===== src/sv/pngt_pkg.sv =====
// ----------------------------------------------------------------------------
// pngt_pkg
// Shared types and constants for the per-node sequence gap tracker.
// ----------------------------------------------------------------------------
`default_nettype none

package pngt_pkg;

  localparam int TABLE_ENTRIES = 16;
  localparam int IDX_W         = (TABLE_ENTRIES > 1) ? $clog2(TABLE_ENTRIES) : 1;
  localparam int CNT_W         = $clog2(TABLE_ENTRIES + 1);

  localparam int ID_W    = 16;
  localparam int SEQ_W   = 16;
  localparam int GAP_W   = 15;
  localparam int SLOT_W  = 4;

  localparam logic [GAP_W-1:0] MAX_GAP_RESET = GAP_W'(1000);
  localparam logic [IDX_W-1:0] LAST_IDX      = IDX_W'(TABLE_ENTRIES - 1);

  typedef enum logic [1:0] {
    ORIGIN_EXISTING = 2'd0,
    ORIGIN_FREE     = 2'd1,
    ORIGIN_REPLACE  = 2'd2
  } origin_t;

  typedef struct packed {
    logic [ID_W-1:0]  node_id;
    logic [SEQ_W-1:0] seq_number;
  } in_beat_t;

  typedef struct packed {
    logic             accepted;
    logic [GAP_W-1:0] lost_count;
    logic [SLOT_W-1:0] slot;
    origin_t          slot_origin;
  } out_beat_t;

  typedef struct packed {
    logic [ID_W-1:0]  id;
    logic [SEQ_W-1:0] expect_seq;
  } entry_t;

  typedef struct packed {
    logic             en;
    logic [IDX_W-1:0] addr;
    entry_t           data;
  } tbl_wr_t;

  typedef struct packed {
    logic             accepted;
    logic [GAP_W-1:0] lost;
    logic [SEQ_W-1:0] next_seq;
  } chk_res_t;

endpackage

`default_nettype wire


===== src/sv/pngt_slot_table.sv =====
// ----------------------------------------------------------------------------
// pngt_slot_table
// Node table memory with one registered read port, one write port and
// per-entry valid bits; an entry never written reads as free.
// ----------------------------------------------------------------------------
`default_nettype none

module pngt_slot_table
  import pngt_pkg::*;
(
  input  wire logic             clk,
  input  wire logic             rst_n,
  input  wire logic [IDX_W-1:0] rd_addr,
  input  wire tbl_wr_t          wr,
  output entry_t                rd_entry
);

  entry_t                   mem_r [TABLE_ENTRIES];
  logic [TABLE_ENTRIES-1:0] valid_r;
  entry_t                   rd_q_r;
  logic                     rd_vld_r;

  always_ff @(posedge clk) begin
    if (wr.en) begin
      mem_r[wr.addr] <= wr.data;
    end
    rd_q_r   <= mem_r[rd_addr];
    rd_vld_r <= valid_r[rd_addr];
  end

  always_ff @(posedge clk) begin
    if (!rst_n) begin
      valid_r <= '0;
    end else if (wr.en) begin
      valid_r[wr.addr] <= 1'b1;
    end
  end

  // Mask entries never written back to the free state.
  assign rd_entry = rd_vld_r ? rd_q_r : '0;

endmodule

`default_nettype wire


===== src/sv/pngt_seq_check.sv =====
// ----------------------------------------------------------------------------
// pngt_seq_check
// Sequence compare unit: wrapped difference, stale test and gap count.
// ----------------------------------------------------------------------------
`default_nettype none

module pngt_seq_check
  import pngt_pkg::*;
(
  input  wire logic [SEQ_W-1:0] expect_seq,
  input  wire logic [SEQ_W-1:0] seq,
  input  wire logic [GAP_W-1:0] max_gap,
  output chk_res_t              res
);

  logic [SEQ_W-1:0] diff;

  always_comb begin
    diff         = seq - expect_seq;
    res.accepted = 1'b1;
    res.lost     = '0;
    res.next_seq = seq + SEQ_W'(1);
    if (expect_seq != '0) begin
      if (diff[SEQ_W-1]) begin
        // Behind the expected number: drop as stale.
        res.accepted = 1'b0;
      end else if (diff != '0 && diff < {1'b0, max_gap}) begin
        res.lost = diff[GAP_W-1:0];
      end
    end
  end

endmodule

`default_nettype wire


===== src/sv/per_node_sequence_gap_tracker.sv =====
// ----------------------------------------------------------------------------
// per_node_sequence_gap_tracker
// Tracks per-node sequence numbers in a small slot table and reports lost
// packets, stale packets and which slot served each node.
// ----------------------------------------------------------------------------
//
//   channel  direction  handshake            beat
//   in_      input      in_valid / in_stall  in_beat_t  {node_id, seq_number}
//   out_     output     out_valid/ out_stall out_beat_t {accepted, lost_count,
//                                                         slot, slot_origin}
//   cfg_     input      cfg_valid/ cfg_ready 15-bit max_gap
//
// The block takes one packet at a time: the lookup walks the table one entry
// per cycle through its single read port, then an evaluate step judges the
// packet and writes back, and a push step hands off the result.
// A hit ends the walk at the matching slot.
// in_stall is high from the accept until the result enters the output
// register; a result still waiting there does not block the next accept.
// Reset (rst_n low, synchronous) frees every slot at once through the
// table's valid bits, zeroes the victim pointer and loads max_gap with 1000.
// ----------------------------------------------------------------------------
`default_nettype none

module per_node_sequence_gap_tracker
  import pngt_pkg::*;
(
  input  wire logic             clk,
  input  wire logic             rst_n,

  input  wire logic             in_valid,
  output logic                  in_stall,
  input  wire in_beat_t         in_data,

  output logic                  out_valid,
  input  wire logic             out_stall,
  output out_beat_t             out_data,

  input  wire logic             cfg_valid,
  output logic                  cfg_ready,
  input  wire logic [GAP_W-1:0] cfg_data
);

  typedef enum logic [1:0] {
    ST_IDLE,
    ST_SCAN,
    ST_EVAL,
    ST_PUSH
  } state_t;

  state_t           state_r,     state_nxt;
  in_beat_t         in_r,        in_nxt;
  logic [CNT_W-1:0] iss_r,       iss_nxt;      // next table address to issue
  logic [IDX_W-1:0] cmp_r,       cmp_nxt;      // address whose data is back
  logic             pend_r,      pend_nxt;     // read data valid this cycle
  logic             free_r,      free_nxt;
  logic [IDX_W-1:0] free_idx_r,  free_idx_nxt;
  logic [IDX_W-1:0] slot_r,      slot_nxt;
  logic [SEQ_W-1:0] exp_r,       exp_nxt;
  origin_t          origin_r,    origin_nxt;
  logic [IDX_W-1:0] vp_r,        vp_nxt;
  logic [GAP_W-1:0] max_gap_r,   max_gap_nxt;
  out_beat_t        res_r,       res_nxt;
  logic             out_valid_r, out_valid_nxt;
  out_beat_t        out_beat_r,  out_beat_nxt;

  entry_t   rd_entry;
  tbl_wr_t  tbl_wr;
  chk_res_t chk;
  logic     hit;
  logic     free_now;
  logic     last;

  pngt_slot_table u_table (
    .clk      (clk),
    .rst_n    (rst_n),
    .rd_addr  (iss_r[IDX_W-1:0]),
    .wr       (tbl_wr),
    .rd_entry (rd_entry)
  );

  pngt_seq_check u_check (
    .expect_seq (exp_r),
    .seq        (in_r.seq_number),
    .max_gap    (max_gap_r),
    .res        (chk)
  );

  // Compare the entry that came back from the previous read.
  assign hit      = pend_r && (rd_entry.id == in_r.node_id);
  assign free_now = pend_r && (rd_entry.id == '0) && !free_r;
  assign last     = pend_r && (cmp_r == LAST_IDX);

  always_comb begin
    state_nxt     = state_r;
    in_nxt        = in_r;
    iss_nxt       = iss_r;
    cmp_nxt       = cmp_r;
    pend_nxt      = pend_r;
    free_nxt      = free_r;
    free_idx_nxt  = free_idx_r;
    slot_nxt      = slot_r;
    exp_nxt       = exp_r;
    origin_nxt    = origin_r;
    vp_nxt        = vp_r;
    max_gap_nxt   = max_gap_r;
    res_nxt       = res_r;
    out_valid_nxt = out_valid_r;
    out_beat_nxt  = out_beat_r;
    tbl_wr        = '0;

    if (cfg_valid) begin
      max_gap_nxt = cfg_data;
    end

    // Retire the output beat once the sink takes it.
    if (out_valid_r && !out_stall) begin
      out_valid_nxt = 1'b0;
    end

    case (state_r)
      ST_IDLE: begin
        if (in_valid) begin
          in_nxt    = in_data;
          iss_nxt   = '0;
          pend_nxt  = 1'b0;
          free_nxt  = 1'b0;
          state_nxt = ST_SCAN;
        end
      end

      ST_SCAN: begin
        // Issue the next read while the previous one is compared.
        if (iss_r < CNT_W'(TABLE_ENTRIES)) begin
          iss_nxt  = iss_r + CNT_W'(1);
          cmp_nxt  = iss_r[IDX_W-1:0];
          pend_nxt = 1'b1;
        end else begin
          pend_nxt = 1'b0;
        end

        if (hit) begin
          slot_nxt   = cmp_r;
          exp_nxt    = rd_entry.expect_seq;
          origin_nxt = ORIGIN_EXISTING;
          state_nxt  = ST_EVAL;
        end else begin
          if (free_now) begin
            free_nxt     = 1'b1;
            free_idx_nxt = cmp_r;
          end
          if (last) begin
            // Unknown node: claim the first free slot or the victim.
            exp_nxt = '0;
            if (free_r) begin
              slot_nxt   = free_idx_r;
              origin_nxt = ORIGIN_FREE;
            end else if (free_now) begin
              slot_nxt   = cmp_r;
              origin_nxt = ORIGIN_FREE;
            end else begin
              slot_nxt   = vp_r;
              origin_nxt = ORIGIN_REPLACE;
            end
            state_nxt = ST_EVAL;
          end
        end
      end

      ST_EVAL: begin
        // A claim always writes the slot; a stale packet leaves it alone.
        tbl_wr.en              = (origin_r != ORIGIN_EXISTING) || chk.accepted;
        tbl_wr.addr            = slot_r;
        tbl_wr.data.id         = in_r.node_id;
        tbl_wr.data.expect_seq = chk.accepted ? chk.next_seq : '0;
        if (origin_r == ORIGIN_REPLACE) begin
          vp_nxt = (vp_r == LAST_IDX) ? '0 : vp_r + IDX_W'(1);
        end
        res_nxt.accepted    = chk.accepted;
        res_nxt.lost_count  = chk.lost;
        res_nxt.slot        = SLOT_W'(slot_r);
        res_nxt.slot_origin = origin_r;
        state_nxt           = ST_PUSH;
      end

      ST_PUSH: begin
        // Hold until the output register is free or being emptied.
        if (!out_valid_r || !out_stall) begin
          out_beat_nxt  = res_r;
          out_valid_nxt = 1'b1;
          state_nxt     = ST_IDLE;
        end
      end

      default: begin
        state_nxt = ST_IDLE;
      end
    endcase
  end

  always_ff @(posedge clk) begin
    in_r       <= in_nxt;
    iss_r      <= iss_nxt;
    cmp_r      <= cmp_nxt;
    free_idx_r <= free_idx_nxt;
    slot_r     <= slot_nxt;
    exp_r      <= exp_nxt;
    origin_r   <= origin_nxt;
    res_r      <= res_nxt;
    out_beat_r <= out_beat_nxt;
    if (!rst_n) begin
      state_r     <= ST_IDLE;
      pend_r      <= 1'b0;
      free_r      <= 1'b0;
      vp_r        <= '0;
      max_gap_r   <= MAX_GAP_RESET;
      out_valid_r <= 1'b0;
    end else begin
      state_r     <= state_nxt;
      pend_r      <= pend_nxt;
      free_r      <= free_nxt;
      vp_r        <= vp_nxt;
      max_gap_r   <= max_gap_nxt;
      out_valid_r <= out_valid_nxt;
    end
  end

  assign in_stall  = (state_r != ST_IDLE);
  assign out_valid = out_valid_r;
  assign out_data  = out_beat_r;
  assign cfg_ready = 1'b1;

  // Table writes come only from the evaluate step.
  a_wr_in_eval: assert property (@(posedge clk) disable iff (!rst_n)
    tbl_wr.en |-> (state_r == ST_EVAL))
    else $error("table write outside evaluate step");

  // A stale packet never reports lost packets.
  a_stale_no_loss: assert property (@(posedge clk) disable iff (!rst_n)
    (out_valid_r && !out_beat_r.accepted) |-> (out_beat_r.lost_count == '0))
    else $error("stale packet with nonzero lost count");

  // A replacement advances the victim pointer by exactly one, wrapping.
  a_victim_step: assert property (@(posedge clk) disable iff (!rst_n)
    (state_r == ST_EVAL && origin_r == ORIGIN_REPLACE) |=>
      (vp_r == (($past(vp_r) == LAST_IDX) ? '0 : $past(vp_r) + IDX_W'(1))))
    else $error("victim pointer did not advance on replacement");

  // Outside a replacement the victim pointer holds.
  a_victim_hold: assert property (@(posedge clk) disable iff (!rst_n)
    !(state_r == ST_EVAL && origin_r == ORIGIN_REPLACE) |=> $stable(vp_r))
    else $error("victim pointer moved without replacement");

endmodule

`default_nettype wire


===== config.mk =====
export PLATFORM = sky130hd
export DESIGN_NAME = per_node_sequence_gap_tracker
export DESIGN_NICKNAME = d
export VERILOG_FILES = /design/src/sv/pngt_pkg.sv /design/src/sv/pngt_slot_table.sv /design/src/sv/pngt_seq_check.sv /design/src/sv/per_node_sequence_gap_tracker.sv
export SDC_FILE = /design/constraint.sdc
export NUM_CORES = 1
export LEC_CHECK = 0
export BUFFER_PORTS_ARGS = -buffer_cell sky130_fd_sc_hd__buf_4
export CELL_PAD_IN_SITES_DETAIL_PLACEMENT = 1
export CELL_PAD_IN_SITES_GLOBAL_PLACEMENT = 1
export CORE_MARGIN = 8
export CORE_UTILIZATION = 58
export DETAILED_ROUTE_END_ITERATION = 16
export HOLD_SLACK_MARGIN = 0.08
export PLACE_DENSITY = 0.81
export SLEW_MARGIN = 5
export SYNTH_ARGS = -nofsm -noshare
export SYNTH_HDL_FRONTEND = slang
export SYNTH_SLANG_ARGS = --single-unit

===== constraint.sdc =====
create_clock -name clk -period 11.1 [get_ports clk]
set_clock_uncertainty 0.2 [all_clocks]
set_input_delay 2.22 -clock clk [delete_from_list [all_inputs] [get_ports clk]]
set_output_delay 2.22 -clock clk [all_outputs]
set_load 0.1 [all_outputs]

==> results.md <==
- Post-CTS setup buffers: 0
- Worst-Skew Late Latency: 0.60 ns
- CP peak stage delay: slightly above 0.6 ns
- Simple-gate share of the synthesized area: under 10%
- Most common cell in the netlist: edfxtp_1
- Worst path top cell family by delay: compound AO/OA/AOI/OAI gates
- Sink Count: approximately 700
- Actual slew at the worst max-slew pin: roughly 1.1 ns
- Final Cell Area: a little over 30,000 µm²
- Critical Path RT: between 10 and 15 ns
- DR WL/cell: 30.5 µm
- Net switching power: 2.10 mW
- Post-DRT Antenna Nets: 0
- DRC viols: 0
- Netlist Area Pre-Place: between 20,000 and 30,000 µm²
- Final Wtd Congestion: between 0.8 and 0.9
- Clk slew on worst S/H paths: 0.06 ns
- DRT iter0 DRCs: ~1,400
- Crit path buf inv count: 2
- Hold Path Cell Cnt: 0
- Clock power frac: 31.3%
- CTS resizes: 0
- FF/Latch Area: approximately 20,000 µm²
- Via count: 14,500
- CP dominant cell by count: ha_1
- Total global routing overflow: 0
- Post-synthesis async set-or-reset flop share: 0%
- Mux cell area share after synthesis: ~14%
- Initial antenna violation count: 0
- CTS Hold Bufs: 0
- Crit start category: register
- Yosys top cell area share: between 60% and 70%
- Synth Area in Compound Gates: under 10%
- Fin crit share: between 30% and 40%
- Dpl hpwl: roughly 37,000 µm
- EDFF count, synth: ~620
- DP Area: 28,900 µm²
- VDD IR max: roughly 0.19 mV
- Static Leakage: ~10 nW
- Largest net degree at the start of global routing: between 100 and 150
- Worst-path fanout max: 10
- Mapped Avg Cell Area: 19.1 µm²
- Vias in the first global route: ~16,000
- Sequential Power Share: roughly 45%
- Comb power frac: 23.8%
- Top layer in use: met4
- Largest family of logic cells by synthesized area: multiplexers
- Rel. slew slack: between 20% and 30%
- Status: complete, no violations
- CTS tree: done
- RSZ-0062 raised after global routing: false
- Die height: 234 µm
- Core Box Area: 47,300 µm²
- Final hold vios: 0
- Port Buf Inserts: 75
- Metal2 WL: between 30,000 and 40,000 µm
- FF-to-FF path depth: 15
- Critical path depth: 15
- Top post-synthesis cells by area: edfxtp_1 (68%), mux4_2 (13%), dfxtp_1 (5.3%)
- Vias per inst: roughly 6.5
- # H-tree levels: 3
- Area Growth Syn to Fin: 13.1%
- Fmax: approximately 0.23 GHz
- HP Start: res_r[14]
- Post-synth top cells: edfxtp_1 (623), mux4_2 (165), dfxtp_1 (73)
- ANT cells: 0
- GR Util All Layers: 25.1%
- Pre-antenna DRT Iters: 5
- Switching Fraction: about 28%
- Fraction of layout cells with a size suffix above 1: roughly a quarter
- Sequential fraction of the synthesis area: 73.2%
- Number of CTS-inserted buffers: 70
- Syn_nets: approximately 1,500
- Die Wd: about 230 µm
- Crit path DAT: 4.44 ns
- Io pins: 77
- Setup tns final: 0 ns
- Slew Viols, Final: 0
- RR Startpoint: in_r[0]
- CP Capture Type: register
- FILL cells: between 3,000 and 4,000
- Crit path time final: about 4.4 ns
- Finish-stage setup viols: 0
- Row count: 80
- Setup CP Type: reg2reg
- Register bit total from synthesis: roughly 700
- Post-Synth XOR/XNOR Area: 1.08%
- First-pass GRT wire length: 100,000 µm
- Cell Chain, Critical Path: inv_1 -> ha_1 -> fa_1 -> nand2b_1 -> a21oi_1 -> o21a_1 -> o41ai_1 -> o31ai_1 -> ha_1 -> o2111ai_1 -> a31oi_1 -> o221ai_1 -> nor3_1 -> buf_4 -> nor3b_1
- Adder and majority gate portion of the synthesized area: around 1.7%
- M1 WL: 26,700 µm
- Multi-input combinational cell area: around 7000 µm²
- Yosys cell types: 63
- Detailed-route wire length: a little under 70,000 µm
- Cell count after synthesis: between 1,000 and 1,500
- Synth area leader: edfxtp_1
- Worst hold path type: reg2reg
- Ys Warns: 0
- Setup crit start: in_r[0]
- PwrDens: 237 nW/µm²
- Die area: between 50,000 and 60,000 µm²
- Clk root buf: clkbuf_16
- Clock buffer depth: 3
- Initial core utilization: between 50% and 60%
- WL met3: around 4600 µm
- Max-Cap Viols: 0
- Most used DFF post-synth: edfxtp_1
- Critical path's slowest cell: o41ai_1
- Internal: between 5 and 6 mW
- # nets final: around 1,600
## flip-flops by register name, summed over array words and instances, names as in the netlist, 15 cells and up
name,flops
u_table.mem_r,512
in_r,32
u_table.rd_q_r,32
out_data,22
res_r,22
exp_r,16
u_table.valid_r,16
max_gap_r,15
## stage by stage
stage | std cells | hold slack (ns) | utilization (%) | worst slack, ns | power, mW
floorplan | 1444 | 0.200 | - | 5.22 | 4.60
global placement | 2093 | 0.202 | 61.1 | 6.95 | 5.03
detailed placement | 2093 | 0.208 | 61.1 | 6.82 | 5.11
CTS | 2219 | 0.221 | 65.8 | 6.75 | 7.44
global route | 2219 | 0.230 | 65.8 | 6.47 | 7.63
finish | 2219 | 0.219 | 65.8 | 6.74 | 7.39
## cell type report
class	count	share of cell area, %
Sequential cell	696	64.8
Tap cell	615	2.47
Multi-Input combinational cell	632	22.5
Clock inverter	30	0.912
Timing Repair Buffer	103	2.52
Inverter	47	0.567
Clock buffer	96	6.21
## cell families (layout without fill, tap and decap cells)
family	after synthesis	after routing
simple gates	261	261
flops	696	696
buf+inv	116	276
compound gates	123	123
xor+xnor	34	34
mux	176	176
fa+ha+maj	37	37
other cells	1	1
## path summary, 6_finish.rpt
path	slack, ns	to
hold / removal	0.22	out_data[14]
hold reg to reg	0.22	out_data[14]
setup / recovery	6.74	res_r[9]
setup reg to reg	6.74	res_r[9]
## placed cells by master, fill, tap and decap left out, types with 10 or more instances in the layout
master,instances
clkinv_1,11
nor3_2,10
mux4_2,165
buf_4,102
dfxtp_1,73
nor2_1,38
xnor2_1,19
nand2_1,55
nor2b_1,17
o21ai_0,12
clkbuf_1,21
inv_1,46
nand2b_1,15
and2_1,38
xor2_1,15
a21oi_1,29
mux2i_1,11
ha_1,35
nand3_1,14
o41ai_1,17
nor3b_1,13
clkbuf_16,73
edfxtp_1,623
## layer usage
| metal | vias up | GRT usage (%) |
|---|---|---|
| li1 | 6027 | - |
| met1 | 7637 | 33.1 |
| met2 | 691 | 43.2 |
| met3 | 107 | 3.82 |
| met4 | 0 | 7.81 |
| met5 | - | 0 |
## power by group through the flow
stage / clock (mW) / combinational (mW) / sequential, mW
finish: 2.32 / 1.76 / 3.32
global route: 2.43 / 1.87 / 3.33
CTS: 2.35 / 1.77 / 3.31
detailed placement: 0 / 1.75 / 3.36
global placement: 0 / 1.69 / 3.34
floorplan: 0 / 1.26 / 3.35
Power figures use the tool's default switching activity.
